`config.mk`:
```
export PLATFORM = sky130hd
export DESIGN_NAME = lspf_ctrl
export DESIGN_NICKNAME = d
export VERILOG_FILES = /design/src/sv/lspf_pkg.sv /design/src/sv/lspf_ctrl.sv
export SDC_FILE = /design/constraint.sdc
export NUM_CORES = 1
export LEC_CHECK = 0
export BUFFER_PORTS_ARGS = -buffer_cell sky130_fd_sc_hd__buf_2
export CAP_MARGIN = 20
export CORE_AREA = 4 4 41 43
export DETAILED_ROUTE_END_ITERATION = 10
export DIE_AREA = 0 0 45 47
export PLACE_DENSITY = 0.47
export SETUP_SLACK_MARGIN = 0.1
export SLEW_MARGIN = 15
export SYNTH_ARGS = -nofsm -noshare
export SYNTH_HDL_FRONTEND = slang
export SYNTH_SLANG_ARGS = --single-unit
```
`constraint.sdc`:
```
create_clock -name clk -period 1.3 [get_ports clk]
set_clock_uncertainty 0.1 [all_clocks]
set_input_delay 0.065 -clock clk [delete_from_list [all_inputs] [get_ports clk]]
set_output_delay 0.065 -clock clk [all_outputs]
set_load 0.03 [all_outputs]
```
`src/sv/lspf_pkg.sv`:
```
// Types, constants and field layout of the label-selected patch filter.
package lspf_pkg;

  localparam int MAX_CLASSES_D       = 16;
  localparam int CHANNELS_D          = 3;
  localparam int MAX_PATCH_D         = 5;
  localparam int MAX_COLUMN_LENGTH_D = 1024;
  localparam int RAW_BITS_D          = 16;
  localparam int COEF_BITS_D         = 20;

  localparam int VALUE_W    = 42;
  localparam int IN_DATA_W  = 56;
  localparam int IN_USER_W  = 3;
  localparam int OUT_DATA_W = 48;
  localparam int OUT_USER_W = 2;
  localparam int CFG_ADDR_W = 2;
  localparam int CFG_DATA_W = 16;

  // input tdata layout
  localparam int PIX_LSB   = 0;
  localparam int LABEL_LSB = 16;
  localparam int CLS_LSB   = 20;
  localparam int CHAN_LSB  = 24;
  localparam int TAP_LSB   = 26;
  localparam int COEF_LSB  = 31;
  // input tuser layout
  localparam int FUNC_LSB  = 0;
  localparam int FS_BIT    = 2;

  typedef enum logic [1:0] {
    FUNC_PIXEL = 2'd0,
    FUNC_COEF  = 2'd1,
    FUNC_EMPTY = 2'd2
  } func_t;

  typedef enum logic [CFG_ADDR_W-1:0] {
    REG_COLUMN_LENGTH = 2'd0,
    REG_PATCH_ROWS    = 2'd1,
    REG_PATCH_COLS    = 2'd2,
    REG_CHANNELS      = 2'd3
  } cfg_reg_t;

  typedef enum logic [2:0] {
    ST_IDLE,
    ST_COL_RD,
    ST_COL_UPD,
    ST_TAP_RD,
    ST_TAP_MUL,
    ST_TAP_ACC,
    ST_OUT
  } state_t;

  typedef struct packed {
    logic accept;
    logic col_rd;
    logic col_upd;
    logic ch_init;
    logic ch_next;
    logic tap_rd;
    logic tap_mul;
    logic tap_acc;
    logic out_load;
  } cmd_t;

  typedef struct packed {
    logic in_valid;
    logic is_pixel;
    logic win_done;
    logic present;
    logic last_tap;
    logic last_ch;
    logic out_free;
  } status_t;

endpackage

```
`src/sv/lspf_ctrl.sv`:
```
// Sequencer of the patch filter: request intake, line update, tap loop, result.
module lspf_ctrl (
  input  logic               clk,
  input  logic               rst_n,
  input  lspf_pkg::status_t  st,
  output lspf_pkg::cmd_t     cmd,
  output logic               in_ready
);

  lspf_pkg::state_t state_r, state_nxt;

  always_ff @(posedge clk) begin
    if (!rst_n) begin
      state_r <= lspf_pkg::ST_IDLE;
    end else begin
      state_r <= state_nxt;
    end
  end

  always_comb begin
    state_nxt = state_r;
    cmd       = '0;
    in_ready  = 1'b0;
    unique case (state_r)
      lspf_pkg::ST_IDLE: begin
        in_ready = 1'b1;
        if (st.in_valid) begin
          cmd.accept = 1'b1;
          if (st.is_pixel) state_nxt = lspf_pkg::ST_COL_RD;
        end
      end
      lspf_pkg::ST_COL_RD: begin
        cmd.col_rd = 1'b1;
        state_nxt  = lspf_pkg::ST_COL_UPD;
      end
      lspf_pkg::ST_COL_UPD: begin
        cmd.col_upd = 1'b1;
        if (st.win_done) begin
          cmd.ch_init = 1'b1;
          state_nxt   = st.present ? lspf_pkg::ST_TAP_RD : lspf_pkg::ST_OUT;
        end else begin
          state_nxt = lspf_pkg::ST_IDLE;
        end
      end
      lspf_pkg::ST_TAP_RD: begin
        cmd.tap_rd = 1'b1;
        state_nxt  = lspf_pkg::ST_TAP_MUL;
      end
      lspf_pkg::ST_TAP_MUL: begin
        cmd.tap_mul = 1'b1;
        state_nxt   = lspf_pkg::ST_TAP_ACC;
      end
      lspf_pkg::ST_TAP_ACC: begin
        cmd.tap_acc = 1'b1;
        state_nxt   = st.last_tap ? lspf_pkg::ST_OUT : lspf_pkg::ST_TAP_RD;
      end
      lspf_pkg::ST_OUT: begin
        if (st.out_free) begin
          cmd.out_load = 1'b1;
          if (st.last_ch) begin
            state_nxt = lspf_pkg::ST_IDLE;
          end else begin
            cmd.ch_next = 1'b1;
            state_nxt   = st.present ? lspf_pkg::ST_TAP_RD : lspf_pkg::ST_OUT;
          end
        end
      end
      default: state_nxt = lspf_pkg::ST_IDLE;
    endcase
  end

endmodule

```
Word level (Yosys, flattened, before mapping) --
Index checks and enable logic that the tools add are counted.
Storage, ports and cells: register bits 3, bits of input ports 9, output and inout bits 10, word-level logic and storage cells 34
Cells by class: equal/unequal tests 9, multiplexer cells 22, reductions and logical operators 2
Operators by type and width (count):
- two-way mux 3 bit | 7
- one-hot mux 3 bit (7 select lines) | 1
- two-way mux 1 bit | 13
- equality test 3 bit (second input constant) | 3
- equality test 3 x 2 -> 1 bit (second input constant) | 2
- inequality test 2 bit (second input constant) | 3
- equality test 3 x 1 -> 1 bit (second input constant) | 1
- zero test 3 bit | 1
- AND reduction 3 bit | 1
- two-way mux 2 bit | 1

Longest topological paths before layout --
Gate-level depths: netlist of run 1.
word-level depth 4, gate-level depth with buffers 5, depth with buffers taken out 4

Least setup slack after synthesis of run 1 --
Ideal clock, no wire load.
kind reg-to-output, from reg state_r[2], to out cmd[4] (netlist bit), data arrival time 1.444 ns, data required time 1.135 ns, setup slack -0.309 ns, cell stages (with the launch flop) 5, buffers on the path 1, cells stage by stage dfxtp_1 -> buf_6 -> nor2b_4 -> and3_1 -> nor2b_1
RTL lines:
- from (decl) | line lspf_ctrl.sv:10 | lspf_pkg::state_t state_r, state_nxt;
- from (signal assigned) | line lspf_ctrl.sv:14 | state_r <= lspf_pkg::ST_IDLE;
- from (signal assigned) | line lspf_ctrl.sv:16 | state_r <= state_nxt;
- to (decl) | line lspf_ctrl.sv:6 | output lspf_pkg::cmd_t cmd,

==> metrics.yaml, run 1 <==
drt-pass1-iter-count: 1
syn_to_final_growth_pct: 88.0
gr-usage-all-layers_pct: 8.47
routed-via-count: 367
final_cell_mix: "8 x buf_2, 8 x buf_6, 6 x buf_4"
h-tree-depth: 1
p_total_mw: 0.541
grt_pass1_wl_mm: 1.26
io_buffers: 18
n_fill_cell: 135
start_util_pct: 24.1
wl_um: 824
postLayoutCellArea_sq_um: 591
min_path_cells: 3
dieArea_sq_um: 2120
top_regs: "state_r x3"
ys_seq_area_share_pct: 19.1
crit_chain: "nor2b_4, and3_4, nor2b_4, buf_6"
antenna_found_initial: 0
cap_violations: 0
grt_max_degree: 12
synth_area_sq_um: 314
outcome: "complete, but fails checks"
clk_path_buf_depth: 2
regToRegEndpoint: "state_r[2]"
crit_fanout: 5
endpoint_kind: "output port"
fin_ws_ns: -0.0603
fp.coreArea_sq_um: 1300
cts_tree: "yes"
syn_inst: 39
ios: 19
clockRootBuffer: "clkbuf_4"
cts_buffers: 3
period_needed_ns: 1.36
met1_usage_pct: 9.59
grtUsageMet3_pct: 1.53
yosys.area_share.simple_pct: 50.2
path_class: "reg2out"
hold_class: "in2reg"
setup_violations: 4
final_nets: 75
worstHoldEndpoint: "state_r[0]"
worstPathRequired_ns: 1.13
violations: "negative setup slack"
ys_ff_latch: 3
relSlewSlack_pct: 86.1
post_drt_wl_per_cell_um: 10.3
min-delay-start: "st[3]"
final_layout_size_suffix_gt1_share_pct: 69.2
worst-path-buf-inv: 1
ff2ff_path_depth: 6
dp_slack_ns: 0.0141
largest_register_ffs: 3
cp.arrival_ns: 1.20
slew_violations: 0
clock_sinks: 3
critPathMaxStageDelay_ns: 0.37
avgSynthCellArea_sq_um: 8.05
die_x_um: 45
r2r_setup_slack_ns: 0.08
fmax_mhz: 735
slowest_stage: "dfxtp_4"
syn-num-nets: 48
finalHoldViolCount: 0
overflow: 0
leakagePower_nw: 0.266
rsz0062_at_grt: "yes"
gp_congestion: 0.779
synth_compound_area_share_pct: 19.5
fp.dieH_um: 47
vias_per_cell: 4.59
grt.busiest_layer: "met2"
ff_latch_area_sq_um: 71.3
met2_usage_pct: 13.8
placed_cell_area_sq_um: 458
drtAntennaViolNets: 0
min_period_over_period_pct: 105
timing.rr.start: "state_r[0]"
synthMuxAreaShare_pct: 0
synthAdderAreaFrac_pct: 0
cp_common_cell: "nor2b_4"
drc_errors: 0
rows: 13
worst_pin_slew_ns: 0.209
critical-path-top-delay-family: "simple AND/OR/NAND/NOR gates"
diodes: 0
grt_pass1_vias: 311
synth_cell_types: 22
powerDensity_nw_per_um2: 916
worst_skew_pair.late_latency_ns: 0.24
ir_drop_mv: 0.414
ys.warnings.count: 0
synth_xor_area_share_pct: 0
top_register: "state_r"
synth_top_family_by_area: "simple AND/OR/NAND/NOR gates"
multi_input_area_sq_um: 267
path_clk_slew_ns: 0.04
crit_path_start_kind: "register"
drt-initial-drc-count: 0
==> power by group <==
group / internal (mW) / total [mW] / switching, mW
Clock: 0.115 / 0.167 / 0.0520
Sequential: 0.103 / 0.128 / 0.0253
Combinational: 0.128 / 0.245 / 0.117
==> cell families after synthesis <==
kind of cell | after synthesis
AOI/OAI and AO/OA | 8
buffers and inverters | 5
DFF | 3
and+or+nand+nor | 23
==> metrics by stage <==
stage	instances	TNS, ns	utilization, %	hold slack, ns
CTS	79	-0.287	42.7	0.00170
global placement	72	0	35.2	0.224
floorplan	39	0	-	0.0706
global route	80	-0.458	45.4	0.0248
finish	80	-0.182	45.4	0.00286
detailed placement	72	0	35.2	0.214
==> routing by layer <==
metal | part of all wire, % | up-vias
li1 | - | 182
met1 | 37 | 168
met2 | 53 | 15
met3 | 8.9 | 2
met4 | 1.8 | 0
met5 | 0 | -
==> timing repair <==
action	CTS	global route
endpoints found under the setup margin	13	12
pin swaps	5	3
setup buffers	2	1
endpoints found under the hold margin	2	0
resized for setup	16	10
hold buffers	1	0
==> worst max-delay path by stage <==
stage | slack, ns | cells after the start | to | from
3_3_place_gp | 0.005 | 4 | state_r[2] | state_r[0]
4_1_cts | -0.07 | 4 | cmd[4] | state_r[2]
2_1_floorplan | 0.04 | 4 | cmd[4] | state_r[2]
5_1_grt | -0.11 | 4 | cmd[4] | state_r[2]
3_5_place_dp | 0.01 | 4 | state_r[2] | state_r[0]
6_report | -0.06 | 4 | cmd[4] | state_r[2]
==> cells in the mapped netlist (all sizes together) <==
library cell	count	area, sq um
and3	1	6.26
buf	3	27.5
a221oi	1	15.0
nor3b	1	12.5
nand2b	4	32.5
inv	2	7.51
nor2b	5	38.8
nor2	2	7.51
and3b	1	8.76
nor3	1	10.0
o31a	1	8.76
dfxtp	3	60.1
or2b	1	7.51
nand2	4	15.0
a32oi	1	8.76
and2	3	18.8
a21oi	4	23.8
o21ai	1	5.00
==> cell type report <==
cell class	instances	area share, %
multi-input cells	31	45.1
inverters	2	1.27
well taps	15	3.18
clock buffers	4	4.45
flip-flops and latches	3	12.1
repair buffers	25	33.9
==> tightest hold or removal path: stages <==
cell     delay [ns]
buf_2          0.09
a21oi_1        0.06
nor2_1         0.08
(Power assumes the default switching activity.)
==> run 2, diff against run 1 <==
--- a/config.mk
+++ b/config.mk
@@ -9,7 +9,8 @@
 export CAP_MARGIN = 20
 export CORE_AREA = 4 4 41 43
+export CTS_BUF_LIST = sky130_fd_sc_hd__clkbuf_16
 export DETAILED_ROUTE_END_ITERATION = 10
 export DIE_AREA = 0 0 45 47
-export PLACE_DENSITY = 0.47
+export PLACE_DENSITY = 0.49
 export SETUP_SLACK_MARGIN = 0.1
 export SLEW_MARGIN = 15
==> constraint.sdc (replaced) <==
create_clock -name clk -period 1.2 [get_ports clk]
set_clock_uncertainty 0.1 [all_clocks]
set_input_delay 0.06 -clock clk [delete_from_list [all_inputs] [get_ports clk]]
set_output_delay 0.06 -clock clk [all_outputs]
set_load 0.02 [all_outputs]
==> run 2 against run 1 <==
  * The flow still finishes with violations (negative setup slack)
  * Total power increased by 67%
  * Routed wire length increased by 9.6%
  * Flip-flop and latch count unchanged
  * Sequential share of layout area decreased by 1.3 points
  * Sequential power increased by 5%
  * Critical path depth unchanged
  * Clock power increased to 3.1 times the previous value
  * Cell area increased by 12%
  * Combinational power increased by 4%
  * Die area unchanged
  * Global-route usage increased by 1.5 points
  * Worst hold slack improved by 0.094 ns
  * Critical path type unchanged
  * Critical endpoint unchanged
  * Largest cell class unchanged
  * Largest power group is now the clock network
  * Highest routed layer unchanged
==> metrics.yaml, run 2 (synthesis gave the netlist of run 1 again) <==
cp.depth: 4
leakagePower_nw: 0.311
fin_ws_ns: -0.149
timing.hold.ws_ns: 0.0969
slew_violations: 0
ios: 19
crit_chain: "nor2b_4, and3_4, nor2b_4, buf_6"
hold_class: "in2reg"
final_common_cell: "buf_2"
io_buffers: 18
violations: "negative setup slack"
tns_ns: -0.724
seqPwrFrac_pct: 15.0
outcome: "complete, but fails checks"
cap_violations: 0
dp_hpwl_um: 637
drc_errors: 0
clockPowerShare_pct: 56.8
grt_pass1_vias: 354
path_class: "reg2out"
worstPathRequired_ns: 1.04
critical-path-top-delay-family: "simple AND/OR/NAND/NOR gates"
diodes: 0
dieArea_sq_um: 2120
p_total_mw: 0.903
wl_um: 903
clockRootBuffer: "clkbuf_16"
pwr-share-comb_pct: 28.3
gr-usage-all-layers_pct: 9.96
crit_path_start_kind: "register"
overflow: 0
top_register: "state_r"
top_regs: "state_r x3"
rows: 13
final_layout_size_suffix_gt1_share_pct: 66.2
routed-via-count: 365
ir_drop_mv: 0.840
vias_per_cell: 4.40
cp_common_cell: "nor2b_4"
worst_pin_slew_ns: 0.200
final_cell_mix: "11 x buf_2, 8 x buf_4, 7 x buf_6"
post_drt_wl_per_cell_um: 10.9
cts_tree: "yes"
n_fill_cell: 133
final_nets: 78
largest_register_ffs: 3
worst-path-buf-inv: 1
slowest_stage: "dfxtp_4"
cp.arrival_ns: 1.19
relSlewSlack_pct: 86.7
drtAntennaViolNets: 0
cts_buffers: 3
drt-initial-drc-count: 0
start_util_pct: 24.1
die_x_um: 45
worst_skew_pair.late_latency_ns: 0.22
clk_path_buf_depth: 2
fp.coreArea_sq_um: 1300
syn_to_final_growth_pct: 110
drt-pass1-iter-count: 1
path_clk_slew_ns: 0.03
gp_congestion: 0.705
p_sw_share_pct: 24.4
antenna_found_initial: 0
fmax_mhz: 741
h-tree-depth: 1
ff2ff_path_depth: 4
critPathMaxStageDelay_ns: 0.36
endpoint_kind: "output port"
period_needed_ns: 1.35
switchingPower_mw: 0.221
min_period_over_period_pct: 112
grt_pass1_wl_mm: 1.48
p_int_mw: 0.682
rsz0062_at_grt: "yes"
clock_sinks: 3
crit_fanout: 6
powerDensity_nw_per_um2: 1370
finalHoldViolCount: 0
grt_max_degree: 12
min_path_cells: 5
setup_violations: 9
fp.dieH_um: 47
-- run 2: cell count changes in the layout (fill, tap and decap cells not counted), sizes merged --
cell	before	now
buf	22	26
clkbuf	6	3
dlygate4sd3	1	2
inv	2	3
-- run 2: per-stage QoR --
step / util, % / area, sq um / std cells / setup slack, ns
6_report: 50.8 / 661 / 83 / -0.149
3_5_place_dp: 35.4 / 460 / 73 / -0.0330
2_1_floorplan: - / 355 / 39 / 0.0223
5_1_grt: 50.8 / 661 / 83 / -0.189
4_1_cts: 48.5 / 631 / 82 / -0.139
3_3_place_gp: 35.4 / 460 / 73 / -0.0340
-- run 2: area by class of cell --
cell class | instances | area (sq um) | share of cell area, %
clock inverters | 1 | 3.75 | 0.568
well taps | 15 | 18.8 | 2.84
inverters | 2 | 7.51 | 1.14
flip-flops and latches | 3 | 71.3 | 10.8
repair buffers | 28 | 214 | 32.4
clock buffers | 3 | 75.1 | 11.4
multi-input cells | 31 | 270 | 40.9
-- run 2: timing repair --
action,in CTS,in global routing
setup endpoints to repair,13,13
resized for setup,17,4
hold buffers,2,0
setup buffers,3,1
endpoints found under the hold margin,3,0
pin swaps,9,8
gates cloned,0,0
-- run 2: worst reg2reg max path: stages (launching register included) --
cell and delay [ns]:
dfxtp_4 0.35, nor2b_4 0.13, buf_4 0.12, and3b_1 0.16, o31a_1 0.23
-- run 2: worst paths after layout --
check	start	end	slack, ns
worst min register to register	state_r[1]	state_r[0]	0.56
worst max-delay path	state_r[2]	cmd[4]	-0.15
worst min-delay path	st[5]	state_r[0]	0.1
worst max register to register	state_r[2]	state_r[1]	-0.02
-- run 2: power by group through the flow --
stage	Clock, mW	Sequential, mW	Combinational (mW)
floorplan	0	0.117	0.165
global placement	0	0.137	0.198
detailed placement	0	0.137	0.197
CTS	0.524	0.136	0.235
global route	0.537	0.138	0.275
finish	0.513	0.135	0.255
-- run 2: routing by layer --
metal | track usage [%] | up-vias | wire length (um)
met4 | 5.26 | 0 | 7
met3 | 4.21 | 2 | 76
met2 | 16.4 | 10 | 478
met5 | 0 | - | 0
met1 | 10.9 | 167 | 341
li1 | - | 186 | -
